<file path="src/rtl/fcs_pkg.sv">
// fcs_pkg: shared types and constants of the firmware chunk sequencer
// no dependencies; used by the interfaces' users, front, queue and back
package fcs_pkg;

  // default header length of a chunk message, in bytes
  localparam int unsigned HEADER_BYTES = 8;

  // entries in the queue between front and back
  localparam int unsigned QUEUE_DEPTH = 2;
  localparam int unsigned QUEUE_AW    = (QUEUE_DEPTH > 1) ? $clog2(QUEUE_DEPTH) : 1;

  typedef enum logic [3:0] {
    ST_ACCEPTED  = 4'd0,
    ST_DUPLICATE = 4'd1,
    ST_COMPLETE  = 4'd2,
    ST_SHORT     = 4'd3,
    ST_MISMATCH  = 4'd4,
    ST_ZEROTOTAL = 4'd5,
    ST_INACTIVE  = 4'd6,
    ST_TOTALCHG  = 4'd7,
    ST_ORDER     = 4'd8,
    ST_OVERRUN   = 4'd9
  } status_e;

  // classified header as it travels from front to back
  typedef struct packed {
    status_e     pre_status;  // ST_ACCEPTED when the message is well formed
    logic        chunk_zero;
    logic [15:0] chunk_size;
    logic [31:0] declared_total;
    logic [15:0] chunk_number;
  } entry_t;

endpackage

</file>
<file path="src/rtl/fcs_hdr_if.sv">
// fcs_hdr_if: valid/ready channel carrying one chunk message header per beat
// no dependencies
interface fcs_hdr_if;
  logic        valid;
  logic        ready;
  logic [16:0] message_len;
  logic [15:0] hdr_chunk_size;
  logic [31:0] hdr_total_len;
  logic [15:0] hdr_chunk_number;

  modport source (
    output valid, message_len, hdr_chunk_size, hdr_total_len, hdr_chunk_number,
    input  ready
  );
  modport sink (
    input  valid, message_len, hdr_chunk_size, hdr_total_len, hdr_chunk_number,
    output ready
  );
endinterface

</file>
<file path="src/rtl/fcs_res_if.sv">
// fcs_res_if: valid/ready channel carrying one sequencer result per beat
// no dependencies
interface fcs_res_if;
  logic        valid;
  logic        ready;
  logic [3:0]  status;
  logic [31:0] bytes_done;
  logic        transfer_complete;

  modport source (
    output valid, status, bytes_done, transfer_complete,
    input  ready
  );
  modport sink (
    input  valid, status, bytes_done, transfer_complete,
    output ready
  );
endinterface

</file>
<file path="src/rtl/firmware_chunk_sequencer.sv">
// firmware_chunk_sequencer: top level of the chunk header sequencer
// depends on fcs_pkg, fcs_hdr_if, fcs_res_if, fcs_front, fcs_queue, fcs_back
//
//   channel  dir  handshake      beat payload
//   hdr_i    in   valid/ready    message_len, hdr_chunk_size, hdr_total_len,
//                                hdr_chunk_number
//   res_o    out  valid/ready    status, bytes_done, transfer_complete
//
// one header per clock sustained while res_o is not stalled; a header beat
// is written into the queue and the back stage pops it from there into its result
// register, which drives res_o.valid; the back stage sets the rate, doing the
// state update of one header a cycle while res_o is not stalled
// rst_ni clears the transfer state, the queue and the output valid asynchronously
// a stalled res_o holds its beat; hdr_i keeps taking beats until the queue is full
module firmware_chunk_sequencer import fcs_pkg::*; #(
  parameter int unsigned HeaderBytes = HEADER_BYTES
) (
  input  logic      clk_i,
  input  logic      rst_ni,
  fcs_hdr_if.sink   hdr_i,
  fcs_res_if.source res_o
);

  // front to queue
  logic   q_push;
  logic   q_ready;
  entry_t q_wr_entry;

  // queue to back
  logic   q_valid;
  logic   q_pop;
  entry_t q_rd_entry;

  // stateless checks: short, size mismatch, zero total
  fcs_front #(
    .HeaderBytes (HeaderBytes)
  ) u_front (
    .hdr_i     (hdr_i),
    .q_ready_i (q_ready),
    .q_push_o  (q_push),
    .entry_o   (q_wr_entry)
  );

  // decouples the input handshake from the result handshake
  fcs_queue u_queue (
    .clk_i   (clk_i),
    .rst_ni  (rst_ni),
    .push_i  (q_push),
    .entry_i (q_wr_entry),
    .ready_o (q_ready),
    .pop_i   (q_pop),
    .valid_o (q_valid),
    .entry_o (q_rd_entry)
  );

  // transfer tracking and result register
  fcs_back u_back (
    .clk_i     (clk_i),
    .rst_ni    (rst_ni),
    .q_valid_i (q_valid),
    .entry_i   (q_rd_entry),
    .q_pop_o   (q_pop),
    .res_o     (res_o)
  );

endmodule

</file>
<file path="src/rtl/fcs_front.sv">
// fcs_front: accepts header beats and runs the stateless message checks
// depends on fcs_pkg and fcs_hdr_if
module fcs_front import fcs_pkg::*; #(
  parameter int unsigned HeaderBytes = HEADER_BYTES
) (
  fcs_hdr_if.sink  hdr_i,
  input  logic     q_ready_i,
  output logic     q_push_o,
  output entry_t   entry_o
);

  logic [16:0] payload_bytes;
  logic        is_short;
  logic        is_mismatch;
  logic        is_zero_total;

  assign hdr_i.ready = q_ready_i;
  assign q_push_o    = hdr_i.valid & q_ready_i;

  // payload length is only meaningful when the message is not short
  assign payload_bytes = hdr_i.message_len - 17'(HeaderBytes);
  assign is_short      = hdr_i.message_len < 17'(HeaderBytes);
  assign is_mismatch   = payload_bytes != {1'b0, hdr_i.hdr_chunk_size};
  assign is_zero_total = hdr_i.hdr_total_len == 32'd0;

  always_comb begin
    priority if (is_short) begin
      entry_o.pre_status = ST_SHORT;
    end else if (is_mismatch) begin
      entry_o.pre_status = ST_MISMATCH;
    end else if (is_zero_total) begin
      entry_o.pre_status = ST_ZEROTOTAL;
    end else begin
      entry_o.pre_status = ST_ACCEPTED;
    end
    entry_o.chunk_zero     = hdr_i.hdr_chunk_number == 16'd0;
    entry_o.chunk_size     = hdr_i.hdr_chunk_size;
    entry_o.declared_total = hdr_i.hdr_total_len;
    entry_o.chunk_number   = hdr_i.hdr_chunk_number;
  end

endmodule

</file>
<file path="src/rtl/fcs_queue.sv">
// fcs_queue: small first-in first-out queue of classified headers
// depends on fcs_pkg
module fcs_queue import fcs_pkg::*; (
  input  logic   clk_i,
  input  logic   rst_ni,
  input  logic   push_i,
  input  entry_t entry_i,
  output logic   ready_o,
  input  logic   pop_i,
  output logic   valid_o,
  output entry_t entry_o
);

  localparam int unsigned CntW = $clog2(QUEUE_DEPTH + 1);

  entry_t              mem_q [QUEUE_DEPTH];
  logic [QUEUE_AW-1:0] wr_ptr_q, wr_ptr_d;
  logic [QUEUE_AW-1:0] rd_ptr_q, rd_ptr_d;
  logic [CntW-1:0]     count_q, count_d;

  assign ready_o = count_q != CntW'(QUEUE_DEPTH);
  assign valid_o = count_q != '0;
  assign entry_o = mem_q[rd_ptr_q];

  function automatic logic [QUEUE_AW-1:0] ptr_inc(input logic [QUEUE_AW-1:0] p);
    if (p == QUEUE_AW'(QUEUE_DEPTH - 1)) begin
      return '0;
    end
    return p + QUEUE_AW'(1);
  endfunction

  always_comb begin
    wr_ptr_d = push_i ? ptr_inc(wr_ptr_q) : wr_ptr_q;
    rd_ptr_d = pop_i ? ptr_inc(rd_ptr_q) : rd_ptr_q;
    count_d  = count_q + CntW'(push_i) - CntW'(pop_i);
  end

  always_ff @(posedge clk_i or negedge rst_ni) begin
    if (!rst_ni) begin
      wr_ptr_q <= '0;
      rd_ptr_q <= '0;
      count_q  <= '0;
    end else begin
      wr_ptr_q <= wr_ptr_d;
      rd_ptr_q <= rd_ptr_d;
      count_q  <= count_d;
    end
  end

  always_ff @(posedge clk_i) begin
    if (push_i) begin
      mem_q[wr_ptr_q] <= entry_i;
    end
  end

endmodule

</file>
<file path="src/rtl/fcs_back.sv">
// fcs_back: transfer state, sequencing checks and the registered result
// depends on fcs_pkg and fcs_res_if
module fcs_back import fcs_pkg::*; (
  input  logic     clk_i,
  input  logic     rst_ni,
  input  logic     q_valid_i,
  input  entry_t   entry_i,
  output logic     q_pop_o,
  fcs_res_if.source res_o
);

  logic        active_q, active_d;
  logic [31:0] total_q, total_d;
  logic [31:0] committed_q, committed_d;
  logic [15:0] next_q, next_d;

  logic        out_valid_q;
  status_e     out_status_q, out_status_d;
  logic [31:0] out_bytes_q, out_bytes_d;
  logic        out_done_q, out_done_d;

  // state as seen after a possible restart on chunk zero
  logic        act_eff;
  logic [31:0] tot_eff;
  logic [31:0] com_eff;
  logic [15:0] nxt_eff;
  logic [32:0] sum;

  assign q_pop_o = q_valid_i & (~out_valid_q | res_o.ready);

  assign res_o.valid             = out_valid_q;
  assign res_o.status            = out_status_q;
  assign res_o.bytes_done        = out_bytes_q;
  assign res_o.transfer_complete = out_done_q;

  always_comb begin
    act_eff = active_q | entry_i.chunk_zero;
    tot_eff = entry_i.chunk_zero ? entry_i.declared_total : total_q;
    com_eff = entry_i.chunk_zero ? 32'd0 : committed_q;
    nxt_eff = entry_i.chunk_zero ? 16'd0 : next_q;
    sum     = {1'b0, com_eff} + {17'd0, entry_i.chunk_size};

    active_d     = active_q;
    total_d      = total_q;
    committed_d  = committed_q;
    next_d       = next_q;
    out_status_d = entry_i.pre_status;
    out_bytes_d  = committed_q;
    out_done_d   = 1'b0;

    if (entry_i.pre_status == ST_ACCEPTED) begin
      active_d    = act_eff;
      total_d     = tot_eff;
      committed_d = com_eff;
      next_d      = nxt_eff;
      out_bytes_d = com_eff;
      priority if (!act_eff) begin
        out_status_d = ST_INACTIVE;
      end else if (entry_i.declared_total != tot_eff) begin
        out_status_d = ST_TOTALCHG;
      end else if (entry_i.chunk_number < nxt_eff) begin
        out_status_d = ST_DUPLICATE;
      end else if (entry_i.chunk_number != nxt_eff) begin
        out_status_d = ST_ORDER;
      end else if (entry_i.chunk_size == 16'd0 || sum > {1'b0, tot_eff}) begin
        out_status_d = ST_OVERRUN;
      end else if (sum[31:0] == tot_eff) begin
        out_status_d = ST_COMPLETE;
        out_bytes_d  = sum[31:0];
        out_done_d   = 1'b1;
      end else begin
        out_status_d = ST_ACCEPTED;
        committed_d  = sum[31:0];
        next_d       = nxt_eff + 16'd1;
        out_bytes_d  = sum[31:0];
      end

      // abort or completion clears the whole transfer
      if (out_status_d == ST_TOTALCHG || out_status_d == ST_ORDER ||
          out_status_d == ST_OVERRUN || out_status_d == ST_COMPLETE) begin
        active_d    = 1'b0;
        total_d     = 32'd0;
        committed_d = 32'd0;
        next_d      = 16'd0;
        if (out_status_d != ST_COMPLETE) begin
          out_bytes_d = 32'd0;
        end
      end
    end
  end

  always_ff @(posedge clk_i or negedge rst_ni) begin
    if (!rst_ni) begin
      active_q    <= 1'b0;
      total_q     <= 32'd0;
      committed_q <= 32'd0;
      next_q      <= 16'd0;
      out_valid_q <= 1'b0;
    end else begin
      if (q_pop_o) begin
        active_q    <= active_d;
        total_q     <= total_d;
        committed_q <= committed_d;
        next_q      <= next_d;
        out_valid_q <= 1'b1;
      end else if (res_o.ready) begin
        out_valid_q <= 1'b0;
      end
    end
  end

  always_ff @(posedge clk_i) begin
    if (q_pop_o) begin
      out_status_q <= out_status_d;
      out_bytes_q  <= out_bytes_d;
      out_done_q   <= out_done_d;
    end
  end

endmodule

</file>
<file path="src/flat_wrapper.sv">
// flat-port wrapper written by rule: the top's interface ports become plain ports
module firmware_chunk_sequencer_flat import fcs_pkg::*;
#(
  parameter int unsigned HeaderBytes = HEADER_BYTES
)
  (clk_i, rst_ni, hdr_i_valid, hdr_i_message_len, hdr_i_hdr_chunk_size, hdr_i_hdr_total_len, hdr_i_hdr_chunk_number, hdr_i_ready, res_o_valid, res_o_status, res_o_bytes_done, res_o_transfer_complete, res_o_ready);
  fcs_hdr_if hdr_i_i ();
  fcs_res_if res_o_i ();
  input  logic clk_i;
  input  logic rst_ni;
  input wire logic [$bits(hdr_i_i.valid)-1:0] hdr_i_valid;
  input wire logic [$bits(hdr_i_i.message_len)-1:0] hdr_i_message_len;
  input wire logic [$bits(hdr_i_i.hdr_chunk_size)-1:0] hdr_i_hdr_chunk_size;
  input wire logic [$bits(hdr_i_i.hdr_total_len)-1:0] hdr_i_hdr_total_len;
  input wire logic [$bits(hdr_i_i.hdr_chunk_number)-1:0] hdr_i_hdr_chunk_number;
  output wire logic [$bits(hdr_i_i.ready)-1:0] hdr_i_ready;
  output wire logic [$bits(res_o_i.valid)-1:0] res_o_valid;
  output wire logic [$bits(res_o_i.status)-1:0] res_o_status;
  output wire logic [$bits(res_o_i.bytes_done)-1:0] res_o_bytes_done;
  output wire logic [$bits(res_o_i.transfer_complete)-1:0] res_o_transfer_complete;
  input wire logic [$bits(res_o_i.ready)-1:0] res_o_ready;
  assign hdr_i_i.valid = hdr_i_valid;
  assign hdr_i_i.message_len = hdr_i_message_len;
  assign hdr_i_i.hdr_chunk_size = hdr_i_hdr_chunk_size;
  assign hdr_i_i.hdr_total_len = hdr_i_hdr_total_len;
  assign hdr_i_i.hdr_chunk_number = hdr_i_hdr_chunk_number;
  assign hdr_i_ready = hdr_i_i.ready;
  assign res_o_valid = res_o_i.valid;
  assign res_o_status = res_o_i.status;
  assign res_o_bytes_done = res_o_i.bytes_done;
  assign res_o_transfer_complete = res_o_i.transfer_complete;
  assign res_o_i.ready = res_o_ready;
  firmware_chunk_sequencer #(.HeaderBytes(HeaderBytes)) u_core (.clk_i(clk_i), .rst_ni(rst_ni), .hdr_i(hdr_i_i), .res_o(res_o_i));
endmodule
</file>
<file path="config.mk">
export PLATFORM = sky130hd
export DESIGN_NAME = firmware_chunk_sequencer_flat
export DESIGN_NICKNAME = d
export VERILOG_FILES = /design/src/rtl/fcs_pkg.sv /design/src/rtl/fcs_hdr_if.sv /design/src/rtl/fcs_res_if.sv /design/src/rtl/firmware_chunk_sequencer.sv /design/src/rtl/fcs_front.sv /design/src/rtl/fcs_queue.sv /design/src/rtl/fcs_back.sv /design/src/flat_wrapper.sv
export SDC_FILE = /design/constraint.sdc
export NUM_CORES = 1
export LEC_CHECK = 0
export BUFFER_PORTS_ARGS = -buffer_cell sky130_fd_sc_hd__buf_4
export CAP_MARGIN = 20
export CORE_MARGIN = 1
export CORE_UTILIZATION = 60
export CTS_CLUSTER_SIZE = 28
export DETAILED_ROUTE_END_ITERATION = 8
export GPL_ROUTABILITY_DRIVEN = 1
export GPL_TIMING_DRIVEN = 0
export PLACE_DENSITY_LB_ADDON = 0.12
export SYNTH_ARGS = -nofsm -noshare
export SYNTH_HDL_FRONTEND = slang
export SYNTH_SLANG_ARGS = --single-unit
</file>
<file path="constraint.sdc">
create_clock -name clk_i -period 16 [get_ports clk_i]
set_input_delay 4 -clock clk_i [delete_from_list [all_inputs] [get_ports clk_i]]
set_output_delay 4 -clock clk_i [all_outputs]
set_load 0.005 [all_outputs]
</file>
==> impl_metrics.json <==
{
  "grt_pass1_wl_um": 70100,
  "synth_top_family_by_area": "compound AO/OA/AOI/OAI gates",
  "synth-edff-count": 173,
  "required_ns": 16.35,
  "synth.area.top_cells": "edfxtp_1, dfrtp_1, ha_1",
  "antenna_cells": 0,
  "cts_buffer_depth": 3,
  "cts_setup_buffers": 0,
  "critPathArrivalTime_ns": 11.18,
  "drc_errors": 0,
  "crit_path_end": "u_core.u_back.res_o.bytes_done[29]",
  "synth_cell_types": 85,
  "slowest_stage": "a311oi_1",
  "max_freq_mhz": 92.3,
  "synthCells": 1368,
  "setup_viol": 0,
  "synth_adder_area_share_pct": 5.92,
  "clk_latency_ns": 0.56,
  "stdcell_area_mm2": 0.0172,
  "area_growth_pct": 16.8,
  "yosys.area.top_type": "edfxtp_1",
  "setup_tns_ns": 0,
  "postSynth.asyncResetShare_pct": 33.2,
  "cp_common_cell": "clkbuf_1",
  "synthMuxAreaShare_pct": 4.90,
  "coreArea_mm2": 0.0238,
  "cts_max_level": 1,
  "die_w_um": 159,
  "rsz0062_at_grt": "no",
  "cp-end-kind": "flip-flop",
  "fin_skew_ns": 0.0174,
  "hpwl_um": 35600,
  "die-height_um": 159,
  "cts-hold-fix-buffers": 0,
  "drv_slew": 0,
  "outcome": "completed",
  "r2r-end": "u_core.u_back.res_o.bytes_done[29]",
  "syn-cell-area_mm2": 0.0147,
  "wl_um": 47100,
  "hold_viol": 0,
  "vias_per_cell": 6.71,
  "cts_tree": "built",
  "grt_pass1_vias": 11972,
  "synth_ff_type": "edfxtp_1",
  "dieArea_mm2": 0.0251,
  "postSynthNetCount": 1522,
  "gr-usage-all-layers_pct": 38.1,
  "drt-initial-drc-count": 1592,
  "synth_seq_area_share_pct": 50.0,
  "max_slew.worst_pin.slew_ns": 1.15,
  "mostFrequentLayoutCells": "edfxtp_1, nand2_1, buf_4, dfrtp_1, nor2_1",
  "yosys_warnings": 0,
  "hold_path_class": "reg -> reg",
  "p_per_area_mw_per_mm2": 182,
  "grt_busiest_layer": "met2",
  "placed_area_mm2": 0.0162,
  "max_stage_delay_ns": 0.98,
  "ctsRootBufferMaster": "clkbuf_16",
  "synth_seq_cells": 259,
  "fin_crit_ns": 10.83,
  "peakVddDrop_v": 0.000161,
  "fill_cells": 1691,
  "cts_made_buffers": 28,
  "synthSimpleGateAreaFrac_pct": 15.3,
  "crit_path_start": "u_core.u_queue.rd_ptr_q",
  "fin_nets": 1680,
  "use_met3_pct": 6.78,
  "mostFrequentLayoutCell": "edfxtp_1",
  "first_pass_iters": 6,
  "cts.clk_slew.worst_paths_ns": 0.07,
  "cap_violations": 0,
  "routabilityCongestion": 0.992,
  "num_rows": 56,
  "synth.top_cell.area_share_pct": 35.3,
  "antenna_left": 0,
  "leakagePower_nw": 6.82,
  "crit_type": "reg -> reg",
  "regArea_mm2": 0.00735,
  "drive_gt1_share_pct": 16.1,
  "fin_crit_sh_pct": 67.7,
  "io_buffers": 123,
  "start_kind": "flip-flop",
  "synth_compound_area_share_pct": 16.5,
  "wire_per_inst_um": 25.2,
  "reg2reg_depth": 29,
  "pin_count": 124,
  "use_met2_pct": 58.0,
  "multi_input_area_mm2": 0.00694,
  "grt_max_degree": 52,
  "avgSynthCellArea_um2": 10.7,
  "r2r_slack_ns": 5.17,
  "max_slew_margin_pct": 22.6,
  "reg2reg_from": "u_core.u_queue.rd_ptr_q",
  "worst-path-max-fanout": 10,
  "synth_xor_area_share_pct": 4.47,
  "grtUsageMet1_pct": 54.8,
  "cts.sinks": 259,
  "grt-ovfl-total": 0,
  "initial_core_util_pct": 61.9,
  "num_vias": 12531,
  "ctsResizeCount": 0,
  "antenna_found_initial": 0
}
## cell type report
cell class	count	area share [%]
Buffer	60	1.49
Clock buffer	31	4.33
Clock inverter	21	1.55
Inverter	48	1.05
Multi-Input combinational cell	1001	40.4
Sequential cell	259	42.8
Tap cell	319	2.32
Timing Repair Buffer	128	6.05
## layer usage
metal	share of wire, %	vias up
li1	-	5525
met1	42	6112
met2	44	781
met3	10	113
met4	3.5	0
met5	0	-
## stage by stage
stage          total power (W)  worst slack, ns  hold WS [ns]  instances  utilization, %
4_1_cts                0.00309             5.40         0.526       1867            72.3
2_1_floorplan          0.00187             8.57         0.461       1368               -
6_report               0.00313             5.17         0.523       1867            72.3
5_1_grt                0.00328             4.88         0.546       1867            72.3
3_3_place_gp           0.00233             5.51         0.475       1810            67.5
3_5_place_dp           0.00238             5.46         0.495       1815            68.0
## synthesized netlist by cell type, drive strengths merged, types with 36 or more instances
cell / count
xnor2: 41
dfrtp: 86
o21ai: 65
nand2: 137
a21oi: 78
ha: 68
clkbuf: 36
edfxtp: 173
inv: 48
a22o: 42
mux2i: 36
nor2: 82
## flip-flops by register name, summed over array words and instances (netlist names)
| name | cells |
|---|---|
| u_core.u_back.res_o.transfer_complete | 1 |
| u_core.u_back.res_o.status | 4 |
| u_core.u_back.res_o.valid | 1 |
| u_core.u_back.committed_q | 32 |
| u_core.u_back.res_o.bytes_done | 32 |
| u_core.u_queue.wr_ptr_q | 1 |
| u_core.u_back.total_q | 32 |
| u_core.u_queue.count_q | 2 |
| u_core.u_back.next_q | 16 |
| u_core.u_back.active_q | 1 |
| u_core.u_queue.rd_ptr_q | 1 |
| u_core.u_queue.mem_q | 136 |
## worst min path at each step
stage                                        startpoint                             to  slack, ns  cells after the start
after floorplan                 u_core.u_queue.wr_ptr_q        u_core.u_queue.wr_ptr_q       0.46                      1
after global placement          u_core.u_queue.wr_ptr_q        u_core.u_queue.wr_ptr_q       0.47                      1
after detailed placement  u_core.u_back.committed_q[11]  u_core.u_back.committed_q[11]       0.49                      2
after CTS                  u_core.u_back.committed_q[9]   u_core.u_back.committed_q[9]       0.53                      1
after global routing      u_core.u_back.committed_q[12]  u_core.u_back.committed_q[12]       0.55                      1
final                      u_core.u_back.committed_q[9]   u_core.u_back.committed_q[9]       0.52                      1
## logic make-up (layout without fill, tap and decap cells)
| group | after synthesis | count (layout) |
|---|---|---|
| AOI/OAI and AO/OA | 349 | 349 |
| xor gates and xnor gates | 75 | 75 |
| DFF | 259 | 259 |
| adders and majority gates | 69 | 69 |
| muxes | 68 | 68 |
| buffers and inverters | 108 | 288 |
| and+or+nand+nor | 440 | 440 |
## worst max-delay path: cells and delay by family, from the launching register on
family,cells,cell delay [ns]
and+or+nand+nor,10,2.67
AOI/OAI and AO/OA,7,2.51
adders and majority gates,3,0.69
buffers and inverters,8,3.89
DFF,1,0.45
muxes,1,0.40
## power by group
part	internal (W)	switching [W]	leakage [nW]	total [W]
sequential	0.000914	0.000138	2.72	0.00105
clock	0.000420	0.000286	0.487	0.000706
combinational	0.000488	0.000887	3.62	0.00138
Note: power is estimated with default switching activity, not from simulation.
